[src/rtl/core/ucc_pkg.sv]
`timescale 1ns / 1ps
// ----------------------------------------------------------------------------
// ucc_pkg
// Shared types and constants of the user-ID certification counter: opcodes,
// trust levels, trusted-key table geometry and the lookup status word.
// ----------------------------------------------------------------------------
package ucc_pkg;

  localparam int TABLE_DEPTH = 256;
  localparam int TBL_AW      = $clog2(TABLE_DEPTH);
  localparam int TBL_CNT_W   = $clog2(TABLE_DEPTH + 1);
  localparam int KEY_W       = 64;
  localparam int LVL_W       = 3;
  localparam int CNT_W       = 8;
  localparam int OP_W        = 3;
  localparam int CFG_IDX_W   = 1;

  localparam logic [TBL_CNT_W-1:0] TBL_FULL = TBL_CNT_W'(TABLE_DEPTH);
  localparam logic [CNT_W-1:0]     CNT_MAX  = '1;

  localparam logic [CFG_IDX_W-1:0] REG_FULL_NEEDED     = 1'b0;
  localparam logic [CFG_IDX_W-1:0] REG_MARGINAL_NEEDED = 1'b1;

  localparam logic [CNT_W-1:0] FULL_NEEDED_RST     = 8'd1;
  localparam logic [CNT_W-1:0] MARGINAL_NEEDED_RST = 8'd3;

  localparam logic [LVL_W-1:0] LVL_MARGINAL = 3'd2;
  localparam logic [LVL_W-1:0] LVL_FULLY    = 3'd3;
  localparam logic [LVL_W-1:0] LVL_ULTIMATE = 3'd4;

  typedef enum logic [OP_W-1:0] {
    OP_CLEAR  = 3'd0,
    OP_APPEND = 3'd1,
    OP_BEGIN  = 3'd2,
    OP_UID    = 3'd3,
    OP_SIG    = 3'd4,
    OP_END    = 3'd5
  } op_t;

  typedef enum logic {
    LKP_IDLE,
    LKP_SCAN
  } lkp_state_t;

  typedef struct packed {
    logic [KEY_W-1:0] id;
    logic [LVL_W-1:0] level;
  } tbl_entry_t;

  typedef struct packed {
    logic             busy;
    logic             done;
    logic             hit;
    logic [LVL_W-1:0] level;
  } lkp_status_t;

endpackage

[src/rtl/core/ucc_lookup.sv]
`timescale 1ns / 1ps
// ----------------------------------------------------------------------------
// ucc_lookup
// Sequential first-match search of the trusted-key table for one issuer.
// One entry is read per cycle; the compare runs on the registered read data.
// ----------------------------------------------------------------------------
module ucc_lookup (
  input  logic                          clk,
  input  logic                          rst_n,
  input  logic                          start,
  input  logic [ucc_pkg::KEY_W-1:0]     key,
  input  logic [ucc_pkg::TBL_CNT_W-1:0] count,
  input  ucc_pkg::tbl_entry_t           rd_data,
  output logic                          rd_en,
  output logic [ucc_pkg::TBL_AW-1:0]    rd_addr,
  output ucc_pkg::lkp_status_t          status
);

  ucc_pkg::lkp_state_t            state_r, state_nxt;
  logic [ucc_pkg::TBL_CNT_W-1:0]  idx_r, idx_nxt;
  logic [ucc_pkg::KEY_W-1:0]      key_r;
  logic                           hit;
  logic                           last;

  assign hit  = (state_r == ucc_pkg::LKP_SCAN) && (rd_data.id == key_r);
  assign last = (idx_r == count);

  always_comb begin
    state_nxt = state_r;
    unique case (state_r)
      ucc_pkg::LKP_IDLE: begin
        if (start) begin
          state_nxt = ucc_pkg::LKP_SCAN;
        end
      end
      ucc_pkg::LKP_SCAN: begin
        if (hit || last) begin
          state_nxt = ucc_pkg::LKP_IDLE;
        end
      end
      default: state_nxt = ucc_pkg::LKP_IDLE;
    endcase
  end

  always_comb begin
    rd_en        = 1'b0;
    rd_addr      = '0;
    idx_nxt      = idx_r;
    status.busy  = 1'b0;
    status.done  = 1'b0;
    status.hit   = 1'b0;
    status.level = rd_data.level;
    unique case (state_r)
      ucc_pkg::LKP_IDLE: begin
        rd_en   = start;
        idx_nxt = ucc_pkg::TBL_CNT_W'(1);
      end
      ucc_pkg::LKP_SCAN: begin
        status.busy = 1'b1;
        status.done = hit || last;
        status.hit  = hit;
        rd_en       = !(hit || last);
        rd_addr     = idx_r[ucc_pkg::TBL_AW-1:0];
        if (!(hit || last)) begin
          idx_nxt = idx_r + ucc_pkg::TBL_CNT_W'(1);
        end
      end
      default: ;
    endcase
  end

  always_ff @(posedge clk) begin
    if (!rst_n) begin
      state_r <= ucc_pkg::LKP_IDLE;
      idx_r   <= '0;
    end else begin
      state_r <= state_nxt;
      idx_r   <= idx_nxt;
    end
  end

  always_ff @(posedge clk) begin
    if (start && state_r == ucc_pkg::LKP_IDLE) begin
      key_r <= key;
    end
  end

  property p_start_scans;
    @(posedge clk) disable iff (!rst_n)
      (start && state_r == ucc_pkg::LKP_IDLE) |=> (state_r == ucc_pkg::LKP_SCAN);
  endproperty
  a_start_scans: assert property (p_start_scans)
    else $error("lookup did not enter scan after start");

  property p_idx_bound;
    @(posedge clk) disable iff (!rst_n)
      (state_r == ucc_pkg::LKP_SCAN) |-> (idx_r <= count && idx_r != '0);
  endproperty
  a_idx_bound: assert property (p_idx_bound)
    else $error("lookup index outside table fill");

endmodule

[config.mk]
export PLATFORM = sky130hd
export DESIGN_NAME = ucc_lookup
export DESIGN_NICKNAME = d
export VERILOG_FILES = /design/src/rtl/core/ucc_pkg.sv /design/src/rtl/core/ucc_lookup.sv
export SDC_FILE = /design/constraint.sdc
export NUM_CORES = 1
export LEC_CHECK = 0
export BUFFER_PORTS_ARGS = -buffer_cell sky130_fd_sc_hd__buf_4
export CAP_MARGIN = 0
export CORE_MARGIN = 2
export CORE_UTILIZATION = 40
export DETAILED_ROUTE_END_ITERATION = 10
export PLACE_DENSITY = 0.66
export SETUP_SLACK_MARGIN = 0.02
export SYNTH_ARGS = -nofsm -noshare
export SYNTH_HDL_FRONTEND = slang
export SYNTH_SLANG_ARGS = --single-unit
[constraint.sdc]
create_clock -name clk -period 8.1 [get_ports clk]
set_input_delay 2.43 -clock clk [delete_from_list [all_inputs] [get_ports clk]]
set_output_delay 2.43 -clock clk [all_outputs]
set_load 0.01 [all_outputs]
After elaboration in Yosys (flattened, before gate mapping). Index checks and enable logic that the tools add are counted.

Add/sub/neg operators: 1. Equality and inequality tests: 3. Mux-type cells: 8. Bitwise logic cells: 1. Reduce and logical (&&, ||, !) cells: 4.

Operator list (count): equality test 64 bit (1); case mux 9 bit (2 select lines) (1); adder 9 x 1 -> 9 bit (second input constant) (1); equality test 9 bit (1); 2-to-1 mux 9 bit (1); 2-to-1 mux 8 bit (1); case mux 1 bit (2 select lines) (2); 2-to-1 mux 3 bit (1); logical AND 1 bit (2); 2-to-1 mux 1 bit (2); inequality test 2 bit (second input constant) (1); logical NOT 1 bit (1); logical OR 1 bit (1); NOT 1 bit (1).

Register bits: 74. Output and inout bits: 15.

Logic depth before layout (Yosys ltp). Gate-level depths: netlist of run 1.

Depth in word-level cells: 5. Depth in mapped cells: 8.

Worst setup path before layout of run 1. OpenSTA, ideal clock, no wires.

Kind: input-to-output. Start point: input port start. End point: output port rd_en. Data arrival time: 5.523 ns. Path slack: 0.147 ns. Stages: 2. Cell sequence: nor2b_1 > a21o_1.

Cells in the longest elaborated chain, start to end: 1.

Ends and longest elaborated chain: start: declaration (RTL line ucc_lookup.sv:10) `input logic start,`; case mux 1 bit (2 select lines) (RTL line ucc_lookup.sv:53) `unique case (state_r)`; end: declaration (RTL line ucc_lookup.sv:14) `output logic rd_en,`.

Every way passes these cells.

Worst setup path in the final report of run 1.
Start point: input port rd_data[37] in the netlist's numbering. End point: output port rd_en.

Cells in the longest elaborated chain, start to end: 5.

Ends and longest elaborated chain: start: declaration (RTL line ucc_lookup.sv:13) `input ucc_pkg::tbl_entry_t rd_data,`; equality test 64 bit (RTL line ucc_lookup.sv:25) `assign hit = (state_r == ucc_pkg::LKP_SCAN) && (rd_data.id == key_r);`; logical AND 1 bit (RTL line ucc_lookup.sv:25); logical OR 1 bit (RTL line ucc_lookup.sv:62) `rd_en = !(hit || last);`; logical NOT 1 bit; case mux 1 bit (2 select lines) (RTL line ucc_lookup.sv:53).

Every way passes these cells.

==> results_tabular.tex, run 1 <==
\begin{tabular}{lr}
\hline
Metric & Value \\
\hline
\multicolumn{2}{l}{\textbf{Logic synthesis}} \\
\quad Cell types with the highest counts after synthesis & edfxtp\_1, xor2\_1, nand2b\_1 \\
\quad Mean post-synth cell area & 12.24 um\^{}2 \\
\quad Fraction of the yosys area taken by sequential cells & 58.56\% \\
\quad Cell variety after synth & 40 \\
\quad Number of enable flip-flop cells after synthesis & 64 \\
\quad Most frequently used flop master after synthesis & edfxtp\_1 \\
\quad FFs w/ async S/R, synth & 0\% \\
\quad Synthesized Nets & 440 \\
\quad Synth Cell Area & 0.003623 mm\^{}2 \\
\quad Cell with the most instances after synthesis & edfxtp\_1 \\
\quad Post-synth top area share & 53.04\% \\
\quad Flop and latch count out of synthesis & 74 \\
\quad Largest area contributor in the synthesized netlist & edfxtp\_1 \\
\quad Post-Syn Instances & 296 \\
\quad Cell types with the largest area share after synthesis & edfxtp\_1, xor2\_1, dfxtp\_1 \\
\quad Ys Warns & 0 \\
\multicolumn{2}{l}{\textbf{Clock tree}} \\
\quad Maximum number of buffers from clock root to sink & 2 \\
\quad Count of hold-fix buffers inserted at cts & 0 \\
\quad CTS tree & done \\
\quad Number of buffers added for setup after CTS & 0 \\
\quad Clock network latency to the later pin of the worst-skew pair & 350 ps \\
\quad CTS root buf & clkbuf\_8 \\
\quad Number of CTS-inserted buffers & 9 \\
\quad Clock-pin slew on the worst setup and hold paths & 80 ps \\
\quad Cells resized by post-CTS repair & 0 \\
\quad H-tree depth reported by CTS & 3 \\
\quad Clock tree sinks & 74 \\
\multicolumn{2}{l}{\textbf{Job}} \\
\quad Number of maximum-capacitance constraint violations & 0 \\
\multicolumn{2}{l}{\textbf{Routing}} \\
\quad DRT Wirelength & 8801 um \\
\quad Count of nets left with antenna violations after detail routing & 0 \\
\quad Via-per-instance ratio & 4.885 \\
\quad Drt wl/cell & 15.55 um \\
\quad Via Count & 2765 \\
\quad DRC Markers & 0 \\
\quad Violation count after the first detailed-route iteration & 59 \\
\quad Detailed-router iteration count before antenna repair & 5 \\
\multicolumn{2}{l}{\textbf{Placed design}} \\
\quad Total half-perimeter wirelength after legalization and detailed placement & 7012 um \\
\quad Number of buffer cells added on primary ports & 151 \\
\quad Final Wtd Congestion & 0.8278 \\
\multicolumn{2}{l}{\textbf{Cells and area}} \\
\quad Multi-input combinational cell area & 0.001426 mm\^{}2 \\
\quad Share of final-layout standard cells stronger than drive strength 1 & 37.77\% \\
\quad Area used by sequential logic in the layout & 0.002122 mm\^{}2 \\
\quad Fillers & 745 \\
\quad Final layout net count & 597 \\
\quad Diodes inserted & 0 \\
\quad Post-layout utilization of the core & 57.51\% \\
\quad Layout overhead on the synthesized area & 39.09\% \\
\multicolumn{2}{l}{\textbf{Timing}} \\
\quad Tightest hold margin & 541.8 ps \\
\quad Fin crit period & 7152 ps \\
\quad Post-route clock skew & 16.76 ps \\
\quad Final setup violation count & 0 \\
\quad Final hold violation count & 0 \\
\quad Crit share post-route & 88.30\% \\
\quad Remaining max-slew budget at the tightest pin & 43.23\% \\
\quad Actual slew at the worst max-slew pin & 851.6 ps \\
\quad Final-report max-slew violation count & 0 \\
\quad Setup tns final & 0 ps \\
\quad Max Clk Rate & 0.1398 GHz \\
\quad Setup repair after global routing missed its margin & false \\
\multicolumn{2}{l}{\textbf{Power and ir drop}} \\
\quad Peak supply drop & 0.09007 mV \\
\quad Power per unit of standard cell area & 168.1 mW/mm\^{}2 \\
\quad Switching component of the power & 216.4 uW \\
\quad Switching portion of total power & 25.54\% \\
\quad Portion of total power attributed to sequential cells & 54.0\% \\
\quad Cell-internal power & 630.7 uW \\
\quad Overall power consumption & 847.1 uW \\
\quad Share of power burned in the clock network & 30.7\% \\
\quad Logic pwr share & 15.3\% \\
\quad Leakage power total & 0.002034 uW \\
\multicolumn{2}{l}{\textbf{GRT}} \\
\quad Number of antenna violations at the first check in global routing & 0 \\
\quad Pin count of the biggest net entering global routing & 66 \\
\quad Aggregate global-route resource usage & 18.63\% \\
\quad First-pass GRT wire length & 14300 um \\
\quad Number of global-route vias before repair & 2994 \\
\quad GR Overflow Total & 0 \\
\multicolumn{2}{l}{\textbf{Critical path}} \\
\quad Crit path DAT & 4720 ps \\
\quad Worst Path Required & 5670 ps \\
\quad Startpoint type of the worst setup path & primary input \\
\quad Maximum fanout count along the critical path & 16 \\
\quad Category of the most critical setup path & primary input to output pin \\
\quad Kind of capture point of the worst setup path & output pin \\
\multicolumn{2}{l}{\textbf{Run status}} \\
\quad Status & finished clean \\
\multicolumn{2}{l}{\textbf{Floorplanning}} \\
\quad Initial standard-cell utilization of the core & 41.35\% \\
\quad Chip Width & 99.18 um \\
\quad Io pins & 158 \\
\quad Full die area & 0.009836 mm\^{}2 \\
\quad Die Ht & 99.18 um \\
\quad Number of rows in the core area & 34 \\
\quad Area of the core region & 0.008763 mm\^{}2 \\
\multicolumn{2}{l}{\textbf{Worst hold path}} \\
\quad Hold crit path type & flip-flop to flip-flop \\
\hline
\end{tabular}
[power by group through the flow]
stage / combinational (uW) / clock (uW) / sequential [uW]
2_1_floorplan: 60.8 / 0 / 464
3_3_place_gp: 130 / 0 / 465
3_5_place_dp: 132 / 0 / 466
4_1_cts: 132 / 269 / 458
5_1_grt: 144 / 283 / 460
6_report: 130 / 260 / 457
[cells in the final DEF (no fill, tap or decap), types with 5 or more instances in the layout]
master    instances
nor4_1           21
edfxtp_1         64
dfxtp_1          10
nor2_1            5
nand2_1          13
nand2b_1         22
xor2_1           43
nand3_1          12
nor3_1            6
nand4_1          14
clkbuf_8          9
o21ai_1           6
and2_1            8
buf_4           152
inv_1             9
xnor2_1          15
a21oi_1           6
nor2b_1           5
or3_1             7
[through the flow]
stage               setup slack (ps)  cells  cell area, um^2
finish                         947.6    566             5040
detailed placement             917.2    550             4862
global route                   743.7    566             5040
global placement               963.9    550             4862
floorplan                      147.2    296             3623
CTS                            911.7    566             5040
[cell families (layout without fill, tap and decap cells)]
group                      Yosys count  after routing  synth area share, %
buffers and inverters               16            178                2.279
xor gates and xnor gates            58             58                14.02
AOI/OAI and AO/OA                   23             23                4.075
DFF                                 74             74                58.56
and+or+nand+nor                    122            122                20.17
muxes                                2              2               0.5525
adders and majority gates            1              1               0.3452
[state kept, by name (all words and copies together), names as in the netlist]
name     cells
idx_r        9
key_r       64
state_r      1
[per-layer routing]
layer  vias up  wire length, um  track usage [%]
met5         -                0                0
met4         0               86            5.374
met3         8              877            6.676
met2       124             4215            30.61
met1      1230             3622            23.28
li1       1403                -                -
[worst max-delay path: stages]
cell and delay, ps:
buf_4 110, xor2_1 160, or4_1 520, nor4_2 140, nand3_1 140, nor4_4 740
nor2_2 130, a21o_1 210, buf_4 130
[layout make-up]
class | instances | share of cell area [%]
Inverter | 10 | 0.7448
Clock inverter | 6 | 0.9930
Sequential cell | 74 | 42.11
Multi-Input combinational cell | 206 | 28.30
Clock buffer | 10 | 2.532
Timing Repair Buffer | 152 | 22.64
Tap cell | 108 | 2.681
[final timing paths]
kind,from,to,slack [ps],depth (start not counted)
worst max-delay path,rd_data[37],rd_en,950,9
worst min-delay path,idx_r[4],idx_r[4],540,2
worst min register to register,idx_r[4],idx_r[4],540,2
worst max register to register,key_r[34],state_r,5460,7
No activity file was read; power rests on OpenSTA's default activity.
==> run 2: changes to the inputs <==
--- a/config.mk
+++ b/config.mk
@@ -7,10 +7,10 @@
 export LEC_CHECK = 0
 export BUFFER_PORTS_ARGS = -buffer_cell sky130_fd_sc_hd__buf_4
 export CAP_MARGIN = 0
-export CORE_MARGIN = 2
-export CORE_UTILIZATION = 40
+export CORE_MARGIN = 10
+export CORE_UTILIZATION = 35
 export DETAILED_ROUTE_END_ITERATION = 10
-export PLACE_DENSITY = 0.66
+export PLACE_DENSITY = 0.59
 export SETUP_SLACK_MARGIN = 0.02
 export SYNTH_ARGS = -nofsm -noshare
 export SYNTH_HDL_FRONTEND = slang
==> results_tabular.tex, run 2 (same netlist as run 1, synthesis figures left out) <==
\begin{tabular}{lr}
\hline
Metric & Value \\
\hline
\multicolumn{2}{l}{\textbf{Floorplanning}} \\
\quad Io pins & 158 (unchanged) \\
\quad Number of rows in the core area & 37 (was 34) \\
\quad Chip Width & 121.8 um (was 99.18 um) \\
\quad Die Ht & 121.8 um (was 99.18 um) \\
\quad Full die area & 0.01482 mm\^{}2 (was 0.009836 mm\^{}2) \\
\quad Initial standard-cell utilization of the core & 35.58\% (was 41.35\%) \\
\quad Area of the core region & 0.01018 mm\^{}2 (was 0.008763 mm\^{}2) \\
\multicolumn{2}{l}{\textbf{Cells and area}} \\
\quad Final layout net count & 598 (was 597) \\
\quad Diodes inserted & 0 (unchanged) \\
\quad Multi-input combinational cell area & 0.001426 mm\^{}2 (unchanged) \\
\quad Register with the most flip-flops & key\_r (unchanged) \\
\quad Fillers & 952 (was 745) \\
\quad Largest registers ranked by flip-flop count & key\_r: 64 flops, idx\_r: 9 flops, state\_r: 1 flops (unchanged) \\
\quad Flip-flop count of the largest register, all copies and words added & 64 (unchanged) \\
\quad Share of final-layout standard cells stronger than drive strength 1 & 37.91\% (was 37.77\%) \\
\quad Most used cells in the layout excluding fill and tap cells & buf\_4, edfxtp\_1, xor2\_1 (unchanged) \\
\quad Most frequent standard cell in the layout excluding fill and tap cells & buf\_4 (unchanged) \\
\quad Area used by sequential logic in the layout & 0.002122 mm\^{}2 (unchanged) \\
\quad Layout overhead on the synthesized area & 41.37\% (was 39.09\%) \\
\multicolumn{2}{l}{\textbf{Worst hold path}} \\
\quad Hold crit path type & flip-flop to flip-flop (unchanged) \\
\quad Worst hold path stage count & 2 (unchanged) \\
\multicolumn{2}{l}{\textbf{Timing}} \\
\quad Setup repair after global routing missed its margin & false (unchanged) \\
\quad Post-route clock skew & 4.023 ps (was 16.76 ps) \\
\quad Actual slew at the worst max-slew pin & 854.9 ps (was 851.6 ps) \\
\quad Fin crit period & 6948 ps (was 7152 ps) \\
\quad Tightest hold margin & 527.4 ps (was 541.8 ps) \\
\quad Crit share post-route & 85.78\% (was 88.30\%) \\
\quad Setup tns final & 0 ps (unchanged) \\
\quad Final setup violation count & 0 (unchanged) \\
\quad Final-report max-slew violation count & 0 (unchanged) \\
\quad Final hold violation count & 0 (unchanged) \\
\quad Max Clk Rate & 0.1439 GHz (was 0.1398 GHz) \\
\quad Remaining max-slew budget at the tightest pin & 43.01\% (was 43.23\%) \\
\multicolumn{2}{l}{\textbf{Clock tree}} \\
\quad H-tree depth reported by CTS & 3 (unchanged) \\
\quad CTS tree & done (unchanged) \\
\quad Clock-pin slew on the worst setup and hold paths & 80 ps (about the same) \\
\quad CTS root buf & clkbuf\_8 (unchanged) \\
\quad Maximum number of buffers from clock root to sink & 2 (unchanged) \\
\quad Count of hold-fix buffers inserted at cts & 0 (unchanged) \\
\quad Clock network latency to the later pin of the worst-skew pair & 350 ps (about the same) \\
\quad Cells resized by post-CTS repair & 0 (unchanged) \\
\quad Number of CTS-inserted buffers & 9 (unchanged) \\
\quad Number of buffers added for setup after CTS & 0 (unchanged) \\
\quad Clock tree sinks & 74 (unchanged) \\
\multicolumn{2}{l}{\textbf{Critical path}} \\
\quad Startpoint type of the worst setup path & primary input (unchanged) \\
\quad Worst Path Required & 5670 ps (about the same) \\
\quad Category of the most critical setup path & primary input to output pin (unchanged) \\
\quad Crit path DAT & 4520 ps (was 4720 ps) \\
\quad Reg2Reg Depth & 8 (was 7) \\
\quad Maximum fanout count along the critical path & 2 (was 16) \\
\quad Kind of capture point of the worst setup path & output pin (unchanged) \\
\multicolumn{2}{l}{\textbf{Placed design}} \\
\quad Number of buffer cells added on primary ports & 151 (unchanged) \\
\quad Final Wtd Congestion & 0.8244 (was 0.8278) \\
\quad Total half-perimeter wirelength after legalization and detailed placement & 8429 um (was 7012 um) \\
\multicolumn{2}{l}{\textbf{Routing}} \\
\quad Via Count & 2777 (was 2765) \\
\quad Drt wl/cell & 17.16 um (was 15.55 um) \\
\quad Detailed-router iteration count before antenna repair & 4 (was 5) \\
\quad Violation count after the first detailed-route iteration & 92 (was 59) \\
\quad Via-per-instance ratio & 4.667 (was 4.885) \\
\quad DRT Wirelength & 10210 um (was 8801 um) \\
\quad DRC Markers & 0 (unchanged) \\
\quad Count of nets left with antenna violations after detail routing & 0 (unchanged) \\
\multicolumn{2}{l}{\textbf{GRT}} \\
\quad Number of global-route vias before repair & 3099 (was 2994) \\
\quad First-pass GRT wire length & 15950 um (was 14300 um) \\
\quad Number of antenna violations at the first check in global routing & 0 (unchanged) \\
\quad GR Overflow Total & 0 (unchanged) \\
\quad Aggregate global-route resource usage & 14.05\% (was 18.63\%) \\
\quad Pin count of the biggest net entering global routing & 66 (unchanged) \\
\multicolumn{2}{l}{\textbf{Power and ir drop}} \\
\quad Power per unit of standard cell area & 176.5 mW/mm\^{}2 (was 168.1 mW/mm\^{}2) \\
\quad Peak supply drop & 0.1452 mV (was 0.09007 mV) \\
\quad Leakage power total & 0.002063 uW (was 0.002034 uW) \\
\multicolumn{2}{l}{\textbf{Job}} \\
\quad Number of maximum-capacitance constraint violations & 0 (unchanged) \\
\multicolumn{2}{l}{\textbf{Run status}} \\
\quad Status & finished clean (unchanged) \\
\hline
\end{tabular}
[run 2: cell types whose count changed in the layout (fill, tap and decap cells not counted)]
cell        previous run  this run
bufinv_16              0         2
inv_6                  2         0
buf_4                152       153
clkbuf_1               1         0
clkinv_1               0         1
clkinv_2               0         1
clkinvlp_4             2         1
[run 2: per-layer routing]
layer  GRT usage (%)  up-vias  routed length (um)
li1                -     1408                   -
met1           15.85     1236                4111
met2           21.03      116                4574
met3           9.112       17                1362
met4           4.993        0                 159
met5               0        -                   0
[run 2: worst paths after layout]
kind / startpoint / endpoint / slack (ps)
setup / recovery: rd_data[47] / status[3] / 1150
hold reg to reg: idx_r[7] / idx_r[7] / 530
hold / removal: idx_r[7] / idx_r[7] / 530
setup reg to reg: key_r[51] / state_r / 5800
[run 2: per-stage QoR]
step / util (%) / power (uW) / instances / worst slack (ps) / area, um^2
after floorplan: - / 524.4 / 296 / 147.2 / 3623
after global placement: 48.16 / 598.4 / 579 / 1219 / 4905
after detailed placement: 48.16 / 599.9 / 579 / 1172 / 4905
after CTS: 50.29 / 920.4 / 595 / 1163 / 5122
after global routing: 50.29 / 951.7 / 595 / 1089 / 5122
final: 50.29 / 904.2 / 595 / 1152 / 5122
[run 2: critical path, cell delays in order]
cell	delay (ps)
buf_4	110
xor2_1	140
or2_1	230
or4b_1	500
nor4_1	480
nand3_1	150
nor4_1	300
buf_4	180
[run 2: area by class of cell]
type                            count  share of cell area, %
Clock buffer                        9                  2.418
Clock inverter                      7                  1.832
Inverter                           10                 0.7328
Multi-Input combinational cell    206                  27.85
Sequential cell                    74                  41.43
Tap cell                          136                  3.322
Timing Repair Buffer              153                  22.42
[run 2: where the power goes]
group	internal, uW	switching, uW	leakage (uW)
clock	173	143	0.000107
combinational	72.5	58.5	0.00126
sequential	444	13.4	0.000692
total	689	215	0.00206
==> run 3: changes to the inputs <==
==> constraint.sdc (replaced) <==
create_clock -name clk -period 7.5 [get_ports clk]
set_input_delay 2.25 -clock clk [delete_from_list [all_inputs] [get_ports clk]]
set_output_delay 2.25 -clock clk [all_outputs]
set_load 0.01 [all_outputs]
==> results_tabular.tex, run 3 (same netlist as run 1, synthesis figures left out) <==
\begin{tabular}{lr}
\hline
Metric & Value \\
\hline
\multicolumn{2}{l}{\textbf{Placed design}} \\
\quad Dpl cell area & 0.004905 mm\^{}2 (unchanged) \\
\quad Final Wtd Congestion & 0.7892 (was 0.8244) \\
\quad Number of buffer cells added on primary ports & 151 (unchanged) \\
\quad Total half-perimeter wirelength after legalization and detailed placement & 8431 um (was 8429 um) \\
\multicolumn{2}{l}{\textbf{Timing}} \\
\quad Fin crit period & 6573 ps \\
\quad Final setup violation count & 0 (unchanged) \\
\quad Remaining max-slew budget at the tightest pin & 43.85\% (was 43.01\%) \\
\quad Actual slew at the worst max-slew pin & 842.3 ps (was 854.9 ps) \\
\quad Setup tns final & 0 ps (unchanged) \\
\quad Final-report max-slew violation count & 0 (unchanged) \\
\quad Final hold violation count & 0 (unchanged) \\
\quad Max Clk Rate & 0.1521 GHz \\
\quad Crit share post-route & 87.64\% \\
\quad Tightest hold margin & 534.6 ps (was 527.4 ps) \\
\quad Post-route clock skew & 12.43 ps (was 4.023 ps) \\
\quad Setup repair after global routing missed its margin & false (unchanged) \\
\multicolumn{2}{l}{\textbf{Clock tree}} \\
\quad Number of CTS-inserted buffers & 9 (unchanged) \\
\quad Clock tree sinks & 74 (unchanged) \\
\quad Count of hold-fix buffers inserted at cts & 0 (unchanged) \\
\quad Number of buffers added for setup after CTS & 0 (unchanged) \\
\quad Cells resized by post-CTS repair & 0 (unchanged) \\
\quad H-tree depth reported by CTS & 3 (unchanged) \\
\quad Clock-pin slew on the worst setup and hold paths & 80 ps (about the same) \\
\quad Maximum number of buffers from clock root to sink & 2 (unchanged) \\
\quad CTS tree & done (unchanged) \\
\quad Clock network latency to the later pin of the worst-skew pair & 360 ps (was 350 ps) \\
\quad CTS root buf & clkbuf\_8 (unchanged) \\
\multicolumn{2}{l}{\textbf{Floorplanning}} \\
\quad Full die area & 0.01482 mm\^{}2 (unchanged) \\
\quad Die Ht & 121.8 um (unchanged) \\
\quad Initial standard-cell utilization of the core & 35.58\% (unchanged) \\
\quad Chip Width & 121.8 um (unchanged) \\
\quad Number of rows in the core area & 37 (unchanged) \\
\quad Area of the core region & 0.01018 mm\^{}2 (unchanged) \\
\quad Io pins & 158 (unchanged) \\
\multicolumn{2}{l}{\textbf{Cells and area}} \\
\quad Largest registers ranked by flip-flop count & key\_r: 64 flops, idx\_r: 9 flops, state\_r: 1 flops (unchanged) \\
\quad Most frequent standard cell in the layout excluding fill and tap cells & buf\_4 (unchanged) \\
\quad Diodes inserted & 0 (unchanged) \\
\quad Multi-input combinational cell area & 0.001426 mm\^{}2 (unchanged) \\
\quad Area used by sequential logic in the layout & 0.002122 mm\^{}2 (unchanged) \\
\quad Finished layout cell area & 0.005139 mm\^{}2 (was 0.005122 mm\^{}2) \\
\quad Flip-flop count of the largest register, all copies and words added & 64 (unchanged) \\
\quad Register with the most flip-flops & key\_r (unchanged) \\
\quad Share of final-layout standard cells stronger than drive strength 1 & 37.47\% (was 37.91\%) \\
\quad Layout overhead on the synthesized area & 41.82\% (was 41.37\%) \\
\quad Fillers & 949 (was 952) \\
\quad Most used cells in the layout excluding fill and tap cells & buf\_4, edfxtp\_1, xor2\_1 (unchanged) \\
\quad Final layout net count & 598 (unchanged) \\
\multicolumn{2}{l}{\textbf{Worst hold path}} \\
\quad Hold crit path type & flip-flop to flip-flop (unchanged) \\
\multicolumn{2}{l}{\textbf{GRT}} \\
\quad GR Overflow Total & 0 (unchanged) \\
\quad Number of antenna violations at the first check in global routing & 0 (unchanged) \\
\quad Number of global-route vias before repair & 3100 (was 3099) \\
\quad First-pass GRT wire length & 15960 um (was 15950 um) \\
\quad Pin count of the biggest net entering global routing & 66 (unchanged) \\
\quad Aggregate global-route resource usage & 14.09\% (was 14.05\%) \\
\multicolumn{2}{l}{\textbf{Power and ir drop}} \\
\quad Overall power consumption & 1005 uW (was 904.2 uW) \\
\quad Power per unit of standard cell area & 195.6 mW/mm\^{}2 (was 176.5 mW/mm\^{}2) \\
\quad Leakage power total & 0.002071 uW (was 0.002063 uW) \\
\quad Peak supply drop & 0.1251 mV (was 0.1452 mV) \\
\multicolumn{2}{l}{\textbf{Routing}} \\
\quad DRC Markers & 0 (unchanged) \\
\quad Via-per-instance ratio & 4.755 (was 4.667) \\
\quad Drt wl/cell & 17.16 um (about the same) \\
\quad Detailed-router iteration count before antenna repair & 4 (unchanged) \\
\quad DRT Wirelength & 10210 um (about the same) \\
\quad Count of nets left with antenna violations after detail routing & 0 (unchanged) \\
\quad Violation count after the first detailed-route iteration & 82 (was 92) \\
\quad Via Count & 2829 (was 2777) \\
\multicolumn{2}{l}{\textbf{Job}} \\
\quad Number of maximum-capacitance constraint violations & 0 (unchanged) \\
\multicolumn{2}{l}{\textbf{Critical path}} \\
\quad Startpoint type of the worst setup path & primary input (unchanged) \\
\quad Crit path DAT & 4320 ps (was 4520 ps) \\
\quad Maximum fanout count along the critical path & 16 (was 2) \\
\quad Worst Path Required & 5250 ps (was 5670 ps) \\
\quad Category of the most critical setup path & primary input to output pin (unchanged) \\
\quad Kind of capture point of the worst setup path & output pin (unchanged) \\
\multicolumn{2}{l}{\textbf{Run status}} \\
\quad Status & finished clean (unchanged) \\
\hline
\end{tabular}
run 3: cell count changes in the layout (fill, tap and decap cells not counted), sizes merged:
| cell | delta |
|---|---|
| clkbuf | +2 |
| clkinvlp | -1 |
| bufinv | +1 |
| clkinv | -2 |
run 3: path summary, 6_finish.rpt:
path / from / end / slack (ps) / cells past startpoint
worst max-delay path: rd_data[54] / rd_en / 930 / 10
worst min-delay path: idx_r[7] / idx_r[7] / 530 / 2
worst max register to register: key_r[51] / state_r / 5170 / 8
worst min register to register: idx_r[7] / idx_r[7] / 530 / 2
run 3: layout make-up:
cell class                 count  share of cell area (%)
sequential                    74                   41.30
multi-input combinational    206                   27.76
timing repair buffer         153                   22.35
tap                          136                   3.311
clock buffer                  11                   2.557
clock inverter                 5                   1.997
inverter                      10                  0.7305
run 3: stage by stage:
| step | utilization (%) | setup slack [ps] | cells |
|---|---|---|---|
| after floorplan | - | 1086 | 296 |
| after global placement | 48.16 | 951.9 | 579 |
| after detailed placement | 48.16 | 889.4 | 579 |
| after CTS | 50.45 | 877.3 | 595 |
| after global routing | 50.45 | 753.4 | 595 |
| final | 50.45 | 927.0 | 595 |
run 3: routing by layer:
| layer | track usage (%) | vias up | share of wire [%] |
|---|---|---|---|
| li1 | - | 1416 | - |
| met1 | 15.81 | 1273 | 40 |
| met2 | 20.59 | 126 | 44 |
| met4 | 6.557 | 0 | 2.1 |
| met5 | 0 | - | 0 |
| met3 | 9.019 | 14 | 14 |
run 3: critical path, cell delays in order:
cell     delay (ps)
buf_4           110
xor2_1          150
or4_1           540
nor4_2          160
nand3_1         150
nor4_4          280
buf_4           240
nor2_2           80
a21o_1          210
buf_4           150
run 3: report_power, final:
group | switching (uW) | internal, uW | total (uW) | leakage (uW)
Sequential | 14.7 | 479 | 494 | 0.000692
Combinational | 63.0 | 78.3 | 141 | 0.00126
Clock | 149 | 221 | 370 | 0.000115
